$ cat src/lsf_pkg.sv
// Shared types, constants and helpers for the LPC synthesis filter.
package lsf_pkg;

    localparam int SAMPLE_W   = 16;
    localparam int COEF_W     = 16;
    localparam int COEF_COUNT = 16;
    localparam int PACK_W     = 64;
    localparam int PACK_COUNT = 4;
    localparam int ORDER_W    = 5;
    localparam int CFG_IDX_W  = 3;
    localparam int PROD_W     = SAMPLE_W + COEF_W;
    localparam int ACC_W      = PROD_W + $clog2(COEF_COUNT);
    localparam int FRAC_BITS  = 12;
    localparam int TAP_W      = 6;

    // Register indexes on the configuration port
    localparam logic [CFG_IDX_W-1:0] REG_ORDER  = 3'd0;
    localparam logic [CFG_IDX_W-1:0] REG_COEF_A = 3'd1;
    localparam logic [CFG_IDX_W-1:0] REG_COEF_B = 3'd2;
    localparam logic [CFG_IDX_W-1:0] REG_COEF_C = 3'd3;
    localparam logic [CFG_IDX_W-1:0] REG_COEF_D = 3'd4;

    localparam logic [ORDER_W-1:0] ORDER_RESET = 5'd16;

    typedef logic [PACK_COUNT-1:0][PACK_W-1:0] coef_bank_t;

    // History cell control
    typedef struct packed {
        logic rotate;   // take right neighbor (ring rotation)
        logic push;     // take left neighbor (new sample enters at cell 0)
    } cell_ctrl_t;

    // Multiply-accumulate control
    typedef struct packed {
        logic clear;    // zero product and accumulator
        logic mul_en;   // tap in use this cycle
        logic acc_en;   // fold registered product into accumulator
    } mac_ctrl_t;

    function automatic logic signed [COEF_W-1:0] coef_at(coef_bank_t bank, logic [3:0] idx);
        logic [PACK_W-1:0] word;
        word = bank[idx[3:2]];
        return word[idx[1:0]*COEF_W +: COEF_W];
    endfunction

endpackage

$ cat src/lpc_synthesis_filter_core.sv
// Top level of the all-pole LPC synthesis filter: control, cell chain, MAC.
//
// Usage
//   Input channel (in_valid/in_ready, excitation, subframe_end): one transfer
//   per excitation sample. Output channel (out_valid/out_ready, synth_sample,
//   subframe_last): one transfer per input sample, in order.
//   Configuration: cfg_we/cfg_index/cfg_data, write-only, taken at any edge
//   with cfg_we high; write only while the filter is idle. Indexes above 4
//   are ignored.
// Operation
//   The history sits in a ring of MAX_ORDER cells that rotates once per
//   sample past a single shared 16x16 multiplier. After the input transfer
//   come the rotate/accumulate steps (the last drains the product register),
//   then a round/saturate/push step that sets out_valid. A new item is taken
//   only in the idle state, after the previous item has been pushed.
// Reset: history cleared, order = 16, coefficients zero, channels empty.
// Backpressure: the result sits in an output register; the next item is
//   accepted and computed meanwhile, and stalls in its final cycle only if
//   the previous result has still not been taken.
module lpc_synthesis_filter_core
    import lsf_pkg::*;
#(
    parameter int MAX_ORDER = 16
)
(
    input  logic                       clk,
    input  logic                       rst_n,
    input  logic                       in_valid,
    output logic                       in_ready,
    input  logic signed [SAMPLE_W-1:0] excitation,
    input  logic                       subframe_end,
    output logic                       out_valid,
    input  logic                       out_ready,
    output logic signed [SAMPLE_W-1:0] synth_sample,
    output logic                       subframe_last,
    input  logic                       cfg_we,
    input  logic [CFG_IDX_W-1:0]       cfg_index,
    input  logic [PACK_W-1:0]          cfg_data
);

    localparam int CNT_W   = $clog2(MAX_ORDER + 1);
    localparam int TAP_CAP = (MAX_ORDER < COEF_COUNT) ? MAX_ORDER : COEF_COUNT;
    localparam int RND_W   = ACC_W - FRAC_BITS;
    localparam int Y_W     = RND_W + 1;

    localparam logic [1:0] ST_IDLE   = 2'd0;
    localparam logic [1:0] ST_RUN    = 2'd1;
    localparam logic [1:0] ST_FINISH = 2'd2;

    // ---------------- configuration registers ----------------
    logic [ORDER_W-1:0] order_reg;
    coef_bank_t         coef_reg;

    always_ff @(posedge clk or negedge rst_n)
    begin
        if (!rst_n)
        begin
            order_reg <= ORDER_RESET;
            coef_reg  <= '0;
        end
        else if (cfg_we)
        begin
            unique case (cfg_index)
                REG_ORDER:  order_reg   <= cfg_data[ORDER_W-1:0];
                REG_COEF_A: coef_reg[0] <= cfg_data;
                REG_COEF_B: coef_reg[1] <= cfg_data;
                REG_COEF_C: coef_reg[2] <= cfg_data;
                REG_COEF_D: coef_reg[3] <= cfg_data;
                default:    ;   // out-of-range index: dropped
            endcase
        end
    end

    // taps = min(order, MAX_ORDER, 16)
    logic [TAP_W-1:0] taps;
    assign taps = ({1'b0, order_reg} > TAP_W'(TAP_CAP)) ? TAP_W'(TAP_CAP)
                                                        : {1'b0, order_reg};

    // ---------------- sequencer ----------------
    logic [1:0]       state_reg, state_next;
    logic [CNT_W-1:0] cnt_reg, cnt_next;
    logic signed [SAMPLE_W-1:0] exc_reg;
    logic             sf_reg;
    logic             out_valid_reg;
    logic signed [SAMPLE_W-1:0] out_sample_reg;
    logic             out_last_reg;

    logic in_xfer;
    logic out_free;
    logic finish_go;

    assign in_ready  = (state_reg == ST_IDLE);
    assign in_xfer   = in_valid && in_ready;
    assign out_free  = !out_valid_reg || out_ready;
    assign finish_go = (state_reg == ST_FINISH) && out_free;

    always_comb
    begin
        state_next = state_reg;
        cnt_next   = cnt_reg;
        unique case (state_reg)
            ST_IDLE:
            begin
                cnt_next = '0;
                if (in_xfer)
                    state_next = ST_RUN;
            end
            ST_RUN:
            begin
                if (cnt_reg == CNT_W'(MAX_ORDER))
                    state_next = ST_FINISH;
                else
                    cnt_next = cnt_reg + 1'b1;
            end
            ST_FINISH:
            begin
                if (out_free)
                    state_next = ST_IDLE;
            end
            default:
                state_next = ST_IDLE;
        endcase
    end

    always_ff @(posedge clk or negedge rst_n)
    begin
        if (!rst_n)
        begin
            state_reg <= ST_IDLE;
            cnt_reg   <= '0;
        end
        else
        begin
            state_reg <= state_next;
            cnt_reg   <= cnt_next;
        end
    end

    always_ff @(posedge clk)
    begin
        if (in_xfer)
        begin
            exc_reg <= excitation;
            sf_reg  <= subframe_end;
        end
    end

    // ---------------- history ring ----------------
    logic       rotating;
    cell_ctrl_t cell_ctrl;
    logic signed [SAMPLE_W-1:0] hist [MAX_ORDER];
    logic signed [SAMPLE_W-1:0] y_sat;

    assign rotating         = (state_reg == ST_RUN) && (cnt_reg != CNT_W'(MAX_ORDER));
    assign cell_ctrl.rotate = rotating;
    assign cell_ctrl.push   = finish_go;

    genvar gi;
    generate
        for (gi = 0; gi < MAX_ORDER; gi++)
        begin : g_cell
            localparam int NEXT = (gi + 1) % MAX_ORDER;
            logic signed [SAMPLE_W-1:0] left_val;
            if (gi == 0)
            begin : g_head
                assign left_val = y_sat;
            end
            else
            begin : g_body
                assign left_val = hist[gi-1];
            end
            lsf_cell u_cell (
                .clk        (clk),
                .rst_n      (rst_n),
                .ctrl       (cell_ctrl),
                .from_right (hist[NEXT]),
                .from_left  (left_val),
                .value      (hist[gi])
            );
        end
    endgenerate

    // ---------------- multiply-accumulate ----------------
    // During rotation step k (counted from 0), cell 0 holds the (k+1)-th most recent output.
    mac_ctrl_t mac_ctrl;
    logic signed [ACC_W-1:0] acc;

    assign mac_ctrl.clear  = in_xfer;
    assign mac_ctrl.mul_en = rotating && (TAP_W'(cnt_reg) < taps);
    assign mac_ctrl.acc_en = (state_reg == ST_RUN);

    lsf_mac u_mac (
        .clk    (clk),
        .rst_n  (rst_n),
        .ctrl   (mac_ctrl),
        .coef   (coef_at(coef_reg, 4'(cnt_reg))),
        .sample (hist[0]),
        .acc    (acc)
    );

    // ---------------- round, add excitation, saturate ----------------
    logic signed [ACC_W-1:0] acc_rnd;
    logic signed [RND_W-1:0] pred;
    logic signed [Y_W-1:0]   y_wide;

    assign acc_rnd = acc + ACC_W'(2048);
    assign pred    = RND_W'(acc_rnd >>> FRAC_BITS);
    assign y_wide  = Y_W'(pred) + Y_W'(exc_reg);

    always_comb
    begin
        priority if (y_wide > Y_W'(32767))
            y_sat = 16'sh7FFF;
        else if (y_wide < -Y_W'(32768))
            y_sat = 16'sh8000;
        else
            y_sat = y_wide[SAMPLE_W-1:0];
    end

    // ---------------- output register ----------------
    always_ff @(posedge clk or negedge rst_n)
    begin
        if (!rst_n)
            out_valid_reg <= 1'b0;
        else if (finish_go)
            out_valid_reg <= 1'b1;
        else if (out_ready)
            out_valid_reg <= 1'b0;
    end

    always_ff @(posedge clk)
    begin
        if (finish_go)
        begin
            out_sample_reg <= y_sat;
            out_last_reg   <= sf_reg;
        end
    end

    assign out_valid     = out_valid_reg;
    assign synth_sample  = out_sample_reg;
    assign subframe_last = out_last_reg;

    // ---------------- assertions ----------------
    a_accept_starts_run: assert property (@(posedge clk) disable iff (!rst_n)
        in_xfer |=> (state_reg == ST_RUN) && (cnt_reg == '0))
        else $error("accepted item did not start a run");

    a_cnt_bound: assert property (@(posedge clk) disable iff (!rst_n)
        (state_reg == ST_RUN) |-> (cnt_reg <= CNT_W'(MAX_ORDER)))
        else $error("tap counter out of range");

    a_finish_delivers: assert property (@(posedge clk) disable iff (!rst_n)
        finish_go |=> out_valid_reg && (state_reg == ST_IDLE))
        else $error("finished item not presented");

    a_no_push_while_rotating: assert property (@(posedge clk) disable iff (!rst_n)
        !(cell_ctrl.push && cell_ctrl.rotate))
        else $error("history push during rotation");

endmodule

$ cat src/lsf_cell.sv
// One history cell: holds a sample, rotates or shifts it along the chain.
module lsf_cell
    import lsf_pkg::*;
(
    input  logic                       clk,
    input  logic                       rst_n,
    input  cell_ctrl_t                 ctrl,
    input  logic signed [SAMPLE_W-1:0] from_right,
    input  logic signed [SAMPLE_W-1:0] from_left,
    output logic signed [SAMPLE_W-1:0] value
);

    logic signed [SAMPLE_W-1:0] val_reg;
    logic signed [SAMPLE_W-1:0] val_next;

    always_comb
    begin
        priority if (ctrl.push)
            val_next = from_left;
        else if (ctrl.rotate)
            val_next = from_right;
        else
            val_next = val_reg;
    end

    always_ff @(posedge clk or negedge rst_n)
    begin
        if (!rst_n)
            val_reg <= '0;
        else
            val_reg <= val_next;
    end

    assign value = val_reg;

endmodule

$ cat src/lsf_mac.sv
// Shared multiply-accumulate: registered product, then wide accumulate.
module lsf_mac
    import lsf_pkg::*;
(
    input  logic                       clk,
    input  logic                       rst_n,
    input  mac_ctrl_t                  ctrl,
    input  logic signed [COEF_W-1:0]   coef,
    input  logic signed [SAMPLE_W-1:0] sample,
    output logic signed [ACC_W-1:0]    acc
);

    logic signed [PROD_W-1:0] prod_reg;
    logic signed [PROD_W-1:0] prod_next;
    logic signed [ACC_W-1:0]  acc_reg;
    logic signed [ACC_W-1:0]  acc_next;

    always_comb
    begin
        prod_next = '0;
        if (ctrl.mul_en && !ctrl.clear)
            prod_next = coef * sample;
        acc_next = acc_reg;
        if (ctrl.clear)
            acc_next = '0;
        else if (ctrl.acc_en)
            acc_next = acc_reg + ACC_W'(prod_reg);
    end

    always_ff @(posedge clk or negedge rst_n)
    begin
        if (!rst_n)
        begin
            prod_reg <= '0;
            acc_reg  <= '0;
        end
        else
        begin
            prod_reg <= prod_next;
            acc_reg  <= acc_next;
        end
    end

    assign acc = acc_reg;

endmodule

$ cat config.mk
export PLATFORM = sky130hd
export DESIGN_NAME = lpc_synthesis_filter_core
export DESIGN_NICKNAME = d
export VERILOG_FILES = /design/src/lsf_pkg.sv /design/src/lpc_synthesis_filter_core.sv /design/src/lsf_cell.sv /design/src/lsf_mac.sv
export SDC_FILE = /design/constraint.sdc
export NUM_CORES = 2
export LEC_CHECK = 0
export ABC_CLOCK_PERIOD_IN_PS = 14700
export BUFFER_PORTS_ARGS = -buffer_cell sky130_fd_sc_hd__buf_4
export CELL_PAD_IN_SITES_DETAIL_PLACEMENT = 1
export CELL_PAD_IN_SITES_GLOBAL_PLACEMENT = 2
export CORE_MARGIN = 4
export CORE_UTILIZATION = 47
export DETAILED_ROUTE_END_ITERATION = 6
export HOLD_SLACK_MARGIN = 0.06
export PLACE_DENSITY = 0.82
export REMOVE_ABC_BUFFERS = 1
export SLEW_MARGIN = 20
export SYNTH_ARGS = -nofsm -noshare
export SYNTH_HDL_FRONTEND = slang
export SYNTH_HIERARCHICAL = 1
export SYNTH_SLANG_ARGS = --single-unit
$ cat constraint.sdc
create_clock -name clk -period 14.7 [get_ports clk]
set_input_delay 1.47 -clock clk [delete_from_list [all_inputs] [get_ports clk]]
set_output_delay 1.47 -clock clk [all_outputs]
set_load 0.005 [all_outputs]
-- After elaboration in Yosys (flattened, before gate mapping)
Index checks and enable logic that the tools add are counted.
- register bits after elaboration: 627
- input port bits: 89
- output and inout bits: 19
- logic and storage cells: 122
- add/sub/neg operators: 4
- $mul: 1
- $lt $le $gt $ge: 5
- equality and inequality tests: 12
- shifts and indexed selects: 1
- muxes and demuxes: 48
- reductions and logical operators: 21
- operator list (operator ; count):
    two-way mux 16 bit ; 34
    binary-select mux 64 bit (select 2 bit) ; 1
    two-way mux 36 bit ; 2
    two-way mux 64 bit ; 1
    indexed part select 64 x 7 -> 16 bit ; 1
    adder 36 x 13 -> 36 bit (second input constant) ; 1
    adder 36 x 32 -> 36 bit ; 1
    multiplier 16 x 16 -> 32 bit ; 1
    two-way mux 32 bit ; 1
    adder 24 x 16 -> 25 bit ; 1
    > comparator 25 x 16 -> 1 bit (second input constant) ; 1
    less-than comparator 25 x 16 -> 1 bit (second input constant) ; 1
    AND reduction 2 bit ; 6
    two-way mux 5 bit ; 2
    one-hot mux 5 bit (2 select lines) ; 1
    nonzero test 2 bit ; 4
    == test 3 x 2 -> 1 bit (second input constant) ; 2
    two-way mux 2 bit ; 3
    one-hot mux 2 bit (3 select lines) ; 1
    adder 5 x 1 -> 5 bit (second input constant) ; 1
    == test 5 bit (second input constant) ; 1
    > comparator 5 bit (second input constant) ; 1
    logical AND 1 bit ; 5
    less-than comparator 5 bit ; 1
    other kinds (14) ; 18

-- Longest topological paths before layout
- depth after elaboration: 6
- depth in mapped cells: 28
- depth with buffers taken out: 24

-- Modules after synthesis
Netlist, hierarchy kept.
- by module, submodules not included (module ; times used ; cells an instance ; area an instance (um^2) ; seq. area each (um^2)):
    lpc_synthesis_filter_core ; 1 ; 1021 ; 14953.1 ; 7753.7
    lsf_mac ; 1 ; 1508 ; 13904.6 ; 1701.6
    lsf_cell ; 16 ; 69 ; 744.5 ; 400.4

-- Worst setup path before layout
OpenSTA, ideal clock, no wires.
- path type: register -> register
- start point: register cnt_reg[2]
- end point: register u_mac.prod_reg[31]
- setup time: 78 ps
- arrival: 7548 ps
- required time: 14622 ps
- setup slack: 7074 ps
- stages on the path, launching flop included: 25
- path buffers: 3
- clock period less this slack: 7626 ps
- cells stage by stage: dfrtp_1 clkbuf_1 buf_1 mux4_2 mux4_2 clkbuf_1 nand2_1 inv_1 fa_1 fa_1 fa_1 fa_1 fa_1 inv_1 fa_1 inv_1 ha_1 nand4_1 nor4_1 o2bb2ai_1 o211ai_1 o221ai_1 o2111ai_1 a21o_1 a21oi_1
- cells in the longest elaborated chain, start to end: 5
- elaborated cells on any way between the ends: 10
- those cells by class: 1 x mul; 1 x order compare; 1 x eq/ne; 1 x shift; 3 x mux; 3 x reduce/logical
- RTL lines (element ; RTL line ; source):
    start: declaration ; lpc_synthesis_filter_core.sv:81 ; logic [CNT_W-1:0] cnt_reg, cnt_next;
    start signal: assignment ; lpc_synthesis_filter_core.sv:135 ; cnt_reg <= cnt_next;
    binary-select mux 64 bit (select 2 bit) / inequality test 5 bit (equally long branches) ; lsf_pkg.sv:42, lpc_synthesis_filter_core.sv:154 ;
    two-way mux 64 bit (implied by the code) / logical AND 1 bit (equally long branches) ; lsf_pkg.sv:42, lpc_synthesis_filter_core.sv:154 ;
    indexed part select 64 x 7 -> 16 bit / logical AND 1 bit (equally long branches) ; lsf_pkg.sv:43, lpc_synthesis_filter_core.sv:189 ;
    multiplier 16 x 16 -> 32 bit / logical AND 1 bit (equally long branches) ; lsf_mac.sv:22, lsf_mac.sv:21 ;
    two-way mux 32 bit (*) ; lsf_mac.sv:21 ; if (ctrl.mul_en && !ctrl.clear)
    named net u_mac.prod_next[31] ; lsf_mac.sv:14 ; logic signed [PROD_W-1:0] prod_next;
    end signal: assignment ; lsf_mac.sv:39 ; prod_reg <= prod_next;
    end: declaration ; lsf_mac.sv:13 ; logic signed [PROD_W-1:0] prod_reg;
Mark *: on every way through the listed nets, which the timed path passes. The rest lies on a longest branch. The select of a mux whose other input is x is not followed.
A chain may end at the register's enable or synchronous reset.

-- Worst setup path after layout
- start point: register cnt_reg[2]
- end point: register u_mac.prod_reg[24]
Same word-level chain as after synthesis.

==> impl_metrics.json <==
{
  "cts_setup_buffers": 0,
  "rows": 107,
  "initialDrtViolationCount": 1431,
  "grt_pass1_wl_um": 167800,
  "hold_violations": 0,
  "cts_tree": "done",
  "p_leak_uw": 0.02175,
  "dieArea_mm2": 0.09152,
  "maxSlewViolCount": 0,
  "drive_gt1_frac": 0.1696,
  "post-place-ws_ps": 5884,
  "cts_buffer_depth": 3,
  "finalWorstSetupSlack_ps": 5945,
  "routedWlPerCell_um": 21.06,
  "cpPeakStageDelay_ps": 920,
  "crit_path_max_fanout": 39,
  "yosysWarnings": 6,
  "path_clk_slew_ps": 60,
  "yosys.area.top_type": "dfrtp_1",
  "critPathSlowestCell": "dfrtp_4",
  "fmax_mhz": 114.2,
  "drt_wl_total_um": 102400,
  "final_net_count": 4171,
  "coreArea_mm2": 0.08555,
  "rsz0062_at_grt": "false",
  "area_growth_pct": 9.385,
  "grt_pass1_vias": 30552,
  "hpwl_um": 72030,
  "worstMarginPinSlew_ps": 1123,
  "worstSetupPathType": "reg2reg",
  "root_buffer": "clkbuf_16",
  "post_dp_cell_area_mm2": 0.04222,
  "end_kind": "flop",
  "design_area_mm2": 0.04460,
  "h-tree-depth": 3,
  "hold_slack_ps": 440.4,
  "finalCritPeriodShare": 0.5956,
  "fin_skew_ps": 21.24,
  "maxSlewHeadroom": 0.2485,
  "synth.avg_cell_area_um2": 11.22,
  "ant_nets": 0,
  "gp_congestion": 0.8075,
  "ioPinCount": 108,
  "synth-seq-cells": 627,
  "synthTopCellsByCount": "dfrtp_1, nand2_1, inv_1",
  "startpoint_type": "flop",
  "numPortBuffers": 107,
  "required_ps": 15240,
  "path_common_cell": "fa_1",
  "synth.distinct_cells": 86,
  "die_w_um": 302.5,
  "antenna_found_initial": 5,
  "setup_viol": 0,
  "synthMostInstantiatedCell": "dfrtp_1",
  "seq_area_frac_synth": 0.3891,
  "period_needed_ps": 8755,
  "cp_cell_sequence": "buf_4, mux4_2, mux4_2, and2_1, fa_1, inv_1, fa_1, fa_1, inv_1, fa_1, fa_1, inv_1, fa_1, inv_1, ha_1, nand2_1, nor2_1, nor3b_1, o21ai_1, o31ai_1, nand2b_1, a21o_1, a21oi_1",
  "ir_drop_uv": 141.5,
  "netlist_instances": 3633,
  "synth.area.top_cells": "dfrtp_1, fa_1, mux2_2, mux2i_1, ha_1",
  "max-cap-violations": 0,
  "hp-class": "reg2reg",
  "viasPerCell": 5.535,
  "grt_use_total": 0.2298,
  "postSynth.asyncResetShare": 0.9458,
  "initial_core_util": 0.4766,
  "grt_overflow": 0,
  "cts_sinks": 627,
  "syn_area_mm2": 0.04077,
  "yosys.area.top_type_share": 0.3634,
  "r2r_cells": 23,
  "cts_buffers": 72,
  "tns_ps": 0,
  "path_buf_inv": 5,
  "drc": 0,
  "cts_hold_buf": 0,
  "synth-edff-count": 34,
  "path_depth": 23,
  "status": "finished clean",
  "min_path_cells": 0,
  "ys.flop_type": "dfrtp_1",
  "vias": 26920,
  "arrival_ps": 9300,
  "grt_max_degree": 254,
  "power_density_mw_per_mm2": 217.4,
  "cts_resized": 0,
  "clkLatencyLatePin_ps": 640,
  "die_height_um": 302.5,
  "drtPass1Iterations": 5,
  "crit_family": "adder cells"
}
[logic make-up (layout without fill, tap and decap cells)]
logic type,after synthesis,in the layout,share of synthesized area
AND/OR/NAND/NOR,838,838,0.09373
flip-flops,627,627,0.3891
multiplexers,612,612,0.1829
AO/OA/AOI/OAI,555,555,0.08133
buffers and inverters,486,568,0.05506
adder cells (fa/ha/maj),416,416,0.1763
XOR/XNOR,99,99,0.02164
other,0,5,0
[power by group]
part / switching, uW / total, uW / internal (uW)
Clock: 739 / 1810 / 1070
Sequential: 465 / 2680 / 2220
Combinational: 3080 / 5200 / 2130
Total: 4280 / 9690 / 5410
[final timing paths]
path,end,from,slack (ps)
min,subframe_last$_DFFE_PP_,sf_reg$_DFFE_PP_,440
min in group asynchronous,u_mac/acc[12]$_DFFE_PN0P_,rst_n,770
max,u_mac/prod_reg[24]$_DFF_PN0_,cnt_reg[2]$_DFFE_PN0P_,5940
max in group asynchronous,coef_reg[4]$_DFFE_PN0P_,rst_n,11020
max reg2reg,u_mac/prod_reg[24]$_DFF_PN0_,cnt_reg[2]$_DFFE_PN0P_,5940
min reg2reg,subframe_last$_DFFE_PP_,sf_reg$_DFFE_PP_,440
[placed cells by master, fill, tap and decap left out, drive strengths merged, types with 42 or more instances in the layout]
master and instances:
ha 152, a21oi 81, nand2 453, mux4 80, xnor2 61, buf 135, nor2 116, clkbuf 104
inv 316, and2 132, mux2i 271, o21ai 333, a21o 42, mux2 261, dfrtp 592, fa 264
[per-stage QoR]
step	instances	power [uW]	util
finish	4864	9693	0.5213
global route	4862	10520	0.5212
CTS	4859	9799	0.5211
detailed placement	4736	7935	0.4935
global placement	4736	7676	0.4935
floorplan	3457	6663	-
[per-layer routing]
| layer | GRT usage | part of all wire |
|---|---|---|
| met1 | 0.3047 | 0.45 |
| met2 | 0.3936 | 0.49 |
| met3 | 0.03335 | 0.034 |
| met4 | 0.07019 | 0.024 |
| met5 | 0 | 0 |
[area by class of cell]
class | count | area (um^2)
tap | 1144 | 1431
fill | 8928 | 40950
sequential | 627 | 15870
multi-input combinational | 2520 | 22710
inverter | 310 | 1171
antenna | 5 | 12.51
clock inverter | 19 | 260.3
timing repair buffer | 135 | 1050
clock buffer | 104 | 2096
(Power assumes the default switching activity.)
